`src/assert_macros.svh`:
```
// assertion macros shared by the sampler rtl
`ifndef ASSERT_MACROS_SVH
`define ASSERT_MACROS_SVH

// same-cycle implication, off while rst is high
`define ASSERT_IMPLY(label, ante, cons) \
  label: assert property (@(posedge clk) disable iff (rst) (ante) |-> (cons)) \
    else $error("%m: implication failed");

// consequent a fixed number of cycles after the antecedent
`define ASSERT_DELAY(label, ante, n, cons) \
  label: assert property (@(posedge clk) disable iff (rst) (ante) |-> ##n (cons)) \
    else $error("%m: delayed check failed");

`endif

```
`src/bps_pkg.sv`:
```
// shared types and constants for the bilinear pixel sampler
package bps_pkg;

  localparam int COORD_W  = 24;
  localparam int PIX_W    = 16;
  localparam int VALUE_W  = 25;
  localparam int OUT_FRAC = 8;
  localparam int REG_W    = 16;

  typedef enum logic [1:0] {
    REG_IMAGE_WIDTH,
    REG_IMAGE_HEIGHT,
    REG_INTERP_MODE,
    REG_SAMPLE_FORMAT
  } cfg_reg_t;

  localparam logic [1:0] FMT_U8  = 2'd0;
  localparam logic [1:0] FMT_S16 = 2'd1;
  localparam logic [1:0] FMT_U16 = 2'd2;

  localparam logic MODE_NEAREST  = 1'b0;
  localparam logic MODE_BILINEAR = 1'b1;

  typedef struct packed {
    logic [COORD_W-1:0] x_coord;
    logic [COORD_W-1:0] y_coord;
    logic [PIX_W-1:0]   pix_top_left;
    logic [PIX_W-1:0]   pix_top_right;
    logic [PIX_W-1:0]   pix_bottom_left;
    logic [PIX_W-1:0]   pix_bottom_right;
  } sample_req_t;

  typedef struct packed {
    logic signed [VALUE_W-1:0] sample_value;
    logic                      status;
    logic                      on_border;
    logic                      used_fallback;
  } sample_rsp_t;

  typedef struct packed {
    logic [REG_W-1:0] image_width;
    logic [REG_W-1:0] image_height;
    logic             interp_mode;
    logic [1:0]       sample_format;
  } cfg_t;

  typedef struct packed {
    logic outside;
    logic border;
    logic use_target;
    logic fallback;
  } flags_t;

endpackage

```
`src/bps_front.sv`:
```
// front stage: coordinate split, edge checks, sample decode and weights
module bps_front #(
  parameter int F  = 8,
  parameter int SB = 16
) (
  input  logic                clk,
  input  bps_pkg::sample_req_t req,
  input  bps_pkg::cfg_t       cfg,
  output logic signed [SB:0]  smp [4],
  output logic signed [SB:0]  target,
  output logic [F:0]          wx,
  output logic [F:0]          wxc,
  output logic [F:0]          wy,
  output logic [F:0]          wyc,
  output bps_pkg::flags_t     flags
);
  import bps_pkg::*;

  localparam int XW = COORD_W - F;
  localparam int CW = ((XW > REG_W) ? XW : REG_W) + 1;
  localparam logic [F:0] ONE  = {1'b1, {F{1'b0}}};
  localparam logic [F:0] HALF = {2'b01, {(F-1){1'b0}}};

  function automatic logic signed [SB:0] decode(input logic [PIX_W-1:0] raw,
                                                input logic [1:0] fmt);
    logic signed [SB:0] v;
    case (fmt)
      FMT_U8:  v = $signed({{(SB-7){1'b0}}, raw[7:0]});
      FMT_S16: v = $signed({raw[SB-1], raw[SB-1:0]});
      default: v = $signed({1'b0, raw[SB-1:0]});
    endcase
    return v;
  endfunction

  logic [XW-1:0]      xt, yt;
  logic [F-1:0]       fx, fy;
  logic [CW-1:0]      xt_c, yt_c, w_c, h_c;
  logic               last_x, last_y, x_lo, y_lo, x_hi, y_hi, buildable;
  logic [F:0]         wx_c, wy_c;
  logic signed [SB:0] smp_c [4];
  flags_t             flags_c;

  always_comb begin
    xt   = req.x_coord[COORD_W-1:F];
    yt   = req.y_coord[COORD_W-1:F];
    fx   = req.x_coord[F-1:0];
    fy   = req.y_coord[F-1:0];
    xt_c = CW'(xt);
    yt_c = CW'(yt);
    w_c  = CW'(cfg.image_width);
    h_c  = CW'(cfg.image_height);
    last_x = (xt_c + CW'(1)) == w_c;
    last_y = (yt_c + CW'(1)) == h_c;
    // below half: target is the right column / bottom row of the window
    x_lo = !fx[F-1];
    y_lo = !fy[F-1];
    x_hi = fx[F-1] && (|fx[F-2:0]);
    y_hi = fy[F-1] && (|fy[F-2:0]);
    buildable = !((xt == '0 && x_lo) || (yt == '0 && y_lo) ||
                  (last_x && x_hi) || (last_y && y_hi));
    flags_c.outside    = (xt_c >= w_c) || (yt_c >= h_c);
    flags_c.border     = (xt == '0) || (yt == '0) || last_x || last_y;
    flags_c.use_target = (cfg.interp_mode == MODE_NEAREST) || !buildable;
    flags_c.fallback   = (cfg.interp_mode == MODE_BILINEAR) && !buildable;
    // left column / top row weight, scaled by one
    wx_c = HALF + (x_lo ? '0 : ONE) - {1'b0, fx};
    wy_c = HALF + (y_lo ? '0 : ONE) - {1'b0, fy};
    smp_c[0] = decode(req.pix_top_left,     cfg.sample_format);
    smp_c[1] = decode(req.pix_top_right,    cfg.sample_format);
    smp_c[2] = decode(req.pix_bottom_left,  cfg.sample_format);
    smp_c[3] = decode(req.pix_bottom_right, cfg.sample_format);
  end

  always_ff @(posedge clk) begin
    smp    <= smp_c;
    target <= smp_c[{y_lo, x_lo}];
    wx     <= wx_c;
    wxc    <= ONE - wx_c;
    wy     <= wy_c;
    wyc    <= ONE - wy_c;
    flags  <= flags_c;
  end

endmodule

```
`src/bps_lane.sv`:
```
// one window lane: weight product, then sample times weight
module bps_lane #(
  parameter int F  = 8,
  parameter int SB = 16
) (
  input  logic                           clk,
  input  logic signed [SB:0]             smp,
  input  logic [F:0]                     wa,
  input  logic [F:0]                     wb,
  output logic signed [SB+2*F+2:0]       prod
);
  logic [2*F+1:0]     w_full;
  logic [2*F:0]       w;
  logic signed [SB:0] smp_d;

  assign w_full = wa * wb;

  always_ff @(posedge clk) begin
    // product never exceeds one squared, so the top bit is always zero
    w     <= w_full[2*F:0];
    smp_d <= smp;
    prod  <= smp_d * $signed({1'b0, w});
  end

endmodule

```
`src/bps_merge.sv`:
```
// merge stage: lane sum, rounding, target or outside selection
module bps_merge #(
  parameter int F  = 8,
  parameter int SB = 16
) (
  input  logic                     clk,
  input  logic signed [SB+2*F+2:0] prod [4],
  input  logic signed [SB:0]       target,
  input  bps_pkg::flags_t          flags,
  output bps_pkg::sample_rsp_t     rsp
);
  import bps_pkg::*;

  localparam int PW = SB + 2*F + 3;
  localparam int SH = 2*F - OUT_FRAC;
  localparam int AW = ((PW + 2) > (VALUE_W + SH)) ? (PW + 2) : (VALUE_W + SH);
  // half an output lsb, zero when there is nothing to shift off
  localparam logic signed [AW-1:0] RND = (AW'(1) << SH) >> 1;

  logic signed [AW-1:0]      sum, rounded, shifted;
  logic signed [VALUE_W-1:0] near_v;
  sample_rsp_t               rsp_c;

  always_comb begin
    sum     = AW'(prod[0]) + AW'(prod[1]) + AW'(prod[2]) + AW'(prod[3]);
    rounded = sum + RND;
    shifted = rounded >>> SH;
    near_v  = VALUE_W'(target) <<< OUT_FRAC;
    rsp_c.status        = flags.outside;
    rsp_c.on_border     = !flags.outside && flags.border;
    rsp_c.used_fallback = !flags.outside && flags.fallback;
    if (flags.outside) begin
      rsp_c.sample_value = '0;
    end else if (flags.use_target) begin
      rsp_c.sample_value = near_v;
    end else begin
      rsp_c.sample_value = shifted[VALUE_W-1:0];
    end
  end

  always_ff @(posedge clk) begin
    rsp <= rsp_c;
  end

endmodule

```
`src/bilinear_pixel_sampler_unit.sv`:
```
// top level of the bilinear pixel sampler
// Takes one request per clock whenever start is high (busy stays low) and
// returns its result with done high for one cycle; there is no back-pressure,
// so the receiver must take every result as it comes. The pipeline has four
// register stages: coordinate and sample decode, the per-lane weight multiply,
// the per-lane sample multiply, and the merge that sums the four lanes and
// rounds. Configuration registers may only be written while no request is in
// flight.
module bilinear_pixel_sampler_unit #(
  parameter int COORD_FRAC_BITS = 8,
  parameter int SAMPLE_BITS     = 16
) (
  input  logic                  clk,
  input  logic                  rst,
  input  logic                  start,
  output logic                  busy,
  input  bps_pkg::sample_req_t  req,
  input  logic                  cfg_write,
  input  bps_pkg::cfg_reg_t     cfg_index,
  input  logic [15:0]           cfg_data,
  output logic                  done,
  output bps_pkg::sample_rsp_t  rsp
);
  import bps_pkg::*;
  `include "assert_macros.svh"

  localparam int F  = COORD_FRAC_BITS;
  localparam int SB = SAMPLE_BITS;
  localparam int PW = SB + 2*F + 3;

  cfg_t cfg;

  always_ff @(posedge clk) begin
    if (rst) begin
      cfg.image_width   <= REG_W'(1);
      cfg.image_height  <= REG_W'(1);
      cfg.interp_mode   <= MODE_BILINEAR;
      cfg.sample_format <= FMT_U8;
    end else if (cfg_write) begin
      unique case (cfg_index)
        REG_IMAGE_WIDTH:   cfg.image_width   <= cfg_data;
        REG_IMAGE_HEIGHT:  cfg.image_height  <= cfg_data;
        REG_INTERP_MODE:   cfg.interp_mode   <= cfg_data[0];
        REG_SAMPLE_FORMAT: cfg.sample_format <= cfg_data[1:0];
      endcase
    end
  end

  assign busy = 1'b0;

  logic v1, v2, v3;

  always_ff @(posedge clk) begin
    if (rst) begin
      v1   <= 1'b0;
      v2   <= 1'b0;
      v3   <= 1'b0;
      done <= 1'b0;
    end else begin
      v1   <= start && !busy;
      v2   <= v1;
      v3   <= v2;
      done <= v3;
    end
  end

  logic signed [SB:0]   smp [4];
  logic signed [SB:0]   target1, target2, target3;
  logic [F:0]           wx, wxc, wy, wyc;
  flags_t               flags1, flags2, flags3;
  logic signed [PW-1:0] prod [4];

  bps_front #(.F(F), .SB(SB)) u_front (
    .clk    (clk),
    .req    (req),
    .cfg    (cfg),
    .smp    (smp),
    .target (target1),
    .wx     (wx),
    .wxc    (wxc),
    .wy     (wy),
    .wyc    (wyc),
    .flags  (flags1)
  );

  // lane order: top left, top right, bottom left, bottom right
  for (genvar i = 0; i < 4; i++) begin : g_lane
    bps_lane #(.F(F), .SB(SB)) u_lane (
      .clk  (clk),
      .smp  (smp[i]),
      .wa   (((i % 2) == 0) ? wx : wxc),
      .wb   ((i < 2) ? wy : wyc),
      .prod (prod[i])
    );
  end

  // target sample and flags ride alongside the two lane stages
  always_ff @(posedge clk) begin
    target2 <= target1;
    target3 <= target2;
    flags2  <= flags1;
    flags3  <= flags2;
  end

  bps_merge #(.F(F), .SB(SB)) u_merge (
    .clk    (clk),
    .prod   (prod),
    .target (target3),
    .flags  (flags3),
    .rsp    (rsp)
  );

  `ASSERT_DELAY(a_done_after_request, start && !busy, 4, done)
  `ASSERT_IMPLY(a_outside_clears, done && rsp.status,
                rsp.sample_value == '0 && !rsp.on_border && !rsp.used_fallback)
  `ASSERT_IMPLY(a_fallback_bilinear, done && rsp.used_fallback,
                cfg.interp_mode == MODE_BILINEAR)
  `ASSERT_IMPLY(a_nearest_integral, done && cfg.interp_mode == MODE_NEAREST,
                rsp.sample_value[OUT_FRAC-1:0] == '0)

endmodule

```
`config.mk`:
```
export PLATFORM = sky130hd
export DESIGN_NAME = bilinear_pixel_sampler_unit
export DESIGN_NICKNAME = d
export VERILOG_FILES = /design/src/bps_pkg.sv /design/src/bps_front.sv /design/src/bps_lane.sv /design/src/bps_merge.sv /design/src/bilinear_pixel_sampler_unit.sv
export VERILOG_INCLUDE_DIRS = /design/src /design/src/src
export SDC_FILE = /design/constraint.sdc
export NUM_CORES = 2
export LEC_CHECK = 0
export ABC_CLOCK_PERIOD_IN_PS = 10000
export BUFFER_PORTS_ARGS = -buffer_cell sky130_fd_sc_hd__buf_2
export CAP_MARGIN = 20
export CORE_UTILIZATION = 45
export CTS_BUF_LIST = sky130_fd_sc_hd__clkbuf_16
export CTS_CLUSTER_DIAMETER = 50
export DETAILED_ROUTE_END_ITERATION = 7
export PLACE_DENSITY = 0.67
export SLEW_MARGIN = 20
export SYNTH_ARGS = -nofsm -noshare
export SYNTH_HDL_FRONTEND = slang
export SYNTH_HIERARCHICAL = 1
export SYNTH_SLANG_ARGS = --single-unit
export TNS_END_PERCENT = 50
```
`constraint.sdc`:
```
create_clock -name clk -period 10 [get_ports clk]
set_input_delay 1 -clock clk [delete_from_list [all_inputs] [get_ports clk]]
set_output_delay 1 -clock clk [all_outputs]
set_load 0.005 [all_outputs]
```
# Yosys cells after proc, flatten, opt, wreduce, memory -nomap -nowiden
# Cells that the tools add are included.
[classes] add_sub_neg=12 multipliers=8 magnitude_cmp=3 n_eq_ne=6 n_mux=10 bitwise_logic=2 reduce_logical=31
[ops] op="one-hot mux 17 bit (2 select lines)" count=4
[ops] op="multiplier 17 x 18 -> 33 bit" count=4
[ops] op="adder 33 bit" count=3
[ops] op="multiplier 9 x 9 -> 17 bit" count=4
[ops] op="adder 16 x 1 -> 17 bit, second input constant" count=2
[ops] op="binary-select mux 17 bit (select 2 bit)" count=1
[ops] op="equality test 17 x 16 -> 1 bit" count=2
[ops] op="2-to-1 mux 17 bit" count=2
[ops] op="adder 33 x 9 -> 33 bit, second input constant" count=1
[ops] op=">= comparator 16 bit" count=2
[ops] op="logical NOT 16 bit" count=2
[ops] op="2-to-1 mux 25 bit" count=1
[ops] op="adder 8 x 9 -> 9 bit, first input constant" count=2
[ops] op="2-to-1 mux 9 bit" count=2
[ops] op="subtractor 9 x 8 -> 9 bit" count=2
[ops] op="subtractor 9 bit, first input constant" count=2
[ops] op="OR reduction 7 bit" count=2
[ops] op="logical AND 1 bit" count=9
[ops] op="logical OR 1 bit" count=8
[ops] op="AND reduction 2 bit" count=4
[ops] op="equality test 2 x 1 -> 1 bit, second input constant" count=2
[ops] op="equality test 2 bit, second input constant" count=2
[ops] op="logical NOT 2 bit" count=2
[ops] op=">= comparator 3 bit, second input constant" count=1
[ops] op="4 further kinds" count=6
[totals] reg_bits=502 inputBits=134 word_cells=120

# Logic depth before layout (Yosys ltp)
[logic_depth] depth_word=6 mapped_depth=24 depth_no_buf=22

# By module
# Netlist, hierarchy kept.
[by_module_without_submodules] mod="bps_lane at g_lane[1].u_lane ..." n_inst=2 cells_each=1500 area_each_um2=13743.2 seq_area_each_um2=1381.3
[by_module_without_submodules] mod="bps_lane at g_lane[3].u_lane" n_inst=1 cells_each=1546 area_each_um2=13964.6 seq_area_each_um2=1381.3
[by_module_without_submodules] mod="bps_lane at g_lane[0].u_lane" n_inst=1 cells_each=1509 area_each_um2=13770.7 seq_area_each_um2=1381.3
[by_module_without_submodules] mod="bps_front" n_inst=1 cells_each=574 area_each_um2=5759.3 seq_area_each_um2=2462.4
[by_module_without_submodules] mod="bps_merge" n_inst=1 cells_each=530 area_each_um2=4654.5 seq_area_each_um2=560.5
[by_module_without_submodules] mod="bilinear_pixel_sampler_unit" n_inst=1 cells_each=188 area_each_um2=2444.8 seq_area_each_um2=1621.6

# Worst setup path after synthesis
# No wires, ideal clock.
[synth_path] kind="reg2reg" from="register g_lane[0].u_lane.smp_d[10]" to="register g_lane[0].u_lane.prod[31]" arrival_time_ns=5.754 setup_slack_ns=4.187 path_stages_with_launch=25 path_buffers=3 path_cell_list="dfxtp_1 -> clkbuf_1 -> clkbuf_1 -> nand2_1 -> fa_1 -> inv_1 -> fa_1 -> inv_1 -> fa_1 -> inv_1 -> fa_1 -> fa_1 -> inv_1 -> fa_1 -> inv_1 -> ha_1 -> clkbuf_1 -> a21oi_1 -> o21a_1 -> o221ai_1 -> a21o_1 -> a221oi_4 -> o21ai_2 -> o41ai_2 -> a31o_1"
[synth_between] elab_chain_cells=1
[synth_rtl] element="start: declaration" line_no="bps_lane.sv:14" rtl="logic signed [SB:0] smp_d;"
[synth_rtl] element="start signal: assignment" line_no="bps_lane.sv:21" rtl="smp_d <= smp;"
[synth_rtl] element="multiplier 17 x 18 -> 33 bit" line_no="bps_lane.sv:22" rtl="prod <= smp_d * $signed({1'b0, w});"
[synth_rtl] element="end signal: assignment" line_no="bps_lane.sv:22"
[synth_rtl] element="end: declaration" line_no="bps_lane.sv:10" rtl="output logic signed [SB+2*F+2:0] prod"
# No other way between the ends.
# A chain may end at the register's enable or synchronous reset.

# Worst setup path in the final report
[layout_path] from="register g_lane[0].u_lane.smp_d[16]" to="register g_lane[0].u_lane.prod[28]"
# Same word-level chain as after synthesis.

==> metrics <==
critical path fanouts, max 10; RSZ-0062 raised after global routing false; H-tree depth 3; global-route wire length before repair 291 mm; final setup fails 0; clock sink count 500; minimum clock period between 6 and 7 ns; met2 usage 40.7%; gpl congestion 0.936; Post-DP HPWL approximately 150 mm; WP depth 17; die area between 150000 and 200000 um2; Starting Density between 40% and 50%; WP data arrival 7.12 ns; DRT iter0 DRCs approximately 3100; clock skew roughly 0.052 ns; Top Ports around 160; GRT Total Usage between 20% and 30%; Fillers around 14000; final hold vios 0; Tightest Pin Transition between 1 and 1.5 ns; Post-DRT Antenna Nets 0; cell mode on critical path fa_1; Rel. slew slack approximately 27%; Slew Viols, Final 0; Peak Freq ~150 MHz; share of layout cells above drive strength 1 ~5.3%; GR peak layer met2; die height 388 um; Core Region 148000 um2; routed vias/inst 5.27; WHS Path Cells 0; Die W 388 um; met1 track demand over resource between 30% and 40%; Avg Cell Area, Syn just over 9 um2; cts bufs inserted 75; max incr delay on CP 0.58 ns; Post-Route WL roughly 180 mm; Congestion Overflow GR 0; Yosys warning count 6; CTS tree done; vias in the first global route roughly 53000; hold-fix buffer count after cts 0; CP Cell Sequence clkinv_1 > nor2_1 > fa_1 > fa_1 > fa_1 > fa_1 > fa_1 > inv_1 > fa_1 > inv_1 > ha_1 > a21oi_1 > o211ai_1 > o21ai_0 > o221ai_1 > o21ai_0 > xnor2_1; area grow syn2layout 7.13%; routed len/inst just under 20 um; Util after Layout approximately half; ratio of final minimum period to clock period between 60% and 70%; CP Capture Point g_lane[0].u_lane/prod[28]; Crit Path Class reg2reg; Crit path max-delay family adder cells; Mapped Area 67100 um2; Hold Crit Class reg2reg; clk root buf clkbuf_16; Reg2Reg Depth 17; Resized Gates After CTS 0; Net Count, Synth just over 9000; Layout Nets just over 9000; Critical Path RT 10.61 ns; Critical path buffers and inverters 3; setup_tns 0 ns; max-capacitance violation count 0; status finished clean; WHS 0.287 ns; DR DRC count 0; Worst-Skew Late Latency 0.69 ns; PortBufs 162; Hold Startpoint target2[9]; critical path launch point type flip-flop; crit path capture type flip-flop; vias 48505; worst r2r src g_lane[0].u_lane/smp_d[16]; Setup Buffers After CTS 0; FF-to-FF End g_lane[0].u_lane/prod[28]; number of core rows about 140; slowest cell on the critical path fa_1; reg-to-reg slack, setup 3.49 ns; synthesized instance count 7224; GR Util met3 about 5.8%; DR pass1 iterations 5; Max Root-Sink Buffers 3; worst setup path startpoint g_lane[0].u_lane/smp_d[16]; largest net degree at the start of global routing 57; initial antenna violation count 18; clk slew on worst S/H paths approximately 0.060 ns
==> cell usage in the layout (no fill, tap or decap), types with 32 or more instances in the layout <==
master and n:
a21o_1 90, a21oi_1 162, and2_1 767, buf_2 162, clkbuf_16 76, dfxtp_1 500, fa_1 1155, ha_1 733
inv_1 1503, mux2i_1 43, nand2_1 855, nand2b_1 115, nand3_1 44, nand4_1 49, nor2_1 178, nor3_1 34
o21ai_0 104, o21bai_1 32, xnor2_1 163, xor2_1 78
==> flip-flops by register name, indices dropped and copies added (netlist names), 9 cells and up <==
name and cells:
u_merge/rsp 28, cfg 35, g_lane.u_lane/prod 132, target3 17, target2 17, u_front/target 17, u_front/wxc 9, g_lane.u_lane/smp_d 68
u_front/wyc 9, g_lane.u_lane/w 68, u_front/smp 68
==> layout make-up <==
type	count	area (um2)	share of cell area, %
clock inverter	63	696	0.968
sequential	500	10000	13.9
inverter	1500	5630	7.84
antenna	3	7.51	0.0104
tap	1930	2410	3.36
timing repair buffer	183	972	1.35
multi-input combinational	4949	50200	69.9
clock buffer	76	1900	2.65
==> per-stage QoR <==
step | area [um2] | worst slack, ns | instances
after CTS | 71800 | 3.52 | 9200
after detailed placement | 69200 | 3.53 | 9061
final | 71800 | 3.49 | 9204
after global placement | 69200 | 3.65 | 9061
after global routing | 71800 | 3.07 | 9201
after floorplan | 67100 | 4.19 | 7224
==> layer usage <==
| layer | part of all wire, % | up-vias |
|---|---|---|
| met5 | 0.025 | - |
| li1 | - | 21974 |
| met4 | 3.7 | 6 |
| met1 | 42 | 24638 |
| met2 | 46 | 1555 |
| met3 | 8.1 | 332 |
==> worst min-delay path by stage <==
stage,endpoint,slack [ns]
floorplan,flags2[0],0.31
global placement,g_lane[1].u_lane/smp_d[5],0.31
detailed placement,g_lane[1].u_lane/smp_d[11],0.31
CTS,target3[9],0.29
global route,target3[9],0.29
finish,target3[9],0.29
Power is left out: the tool's default activity adds up to more than one toggle a clock period on the data nets, which glitch-free logic cannot reach.
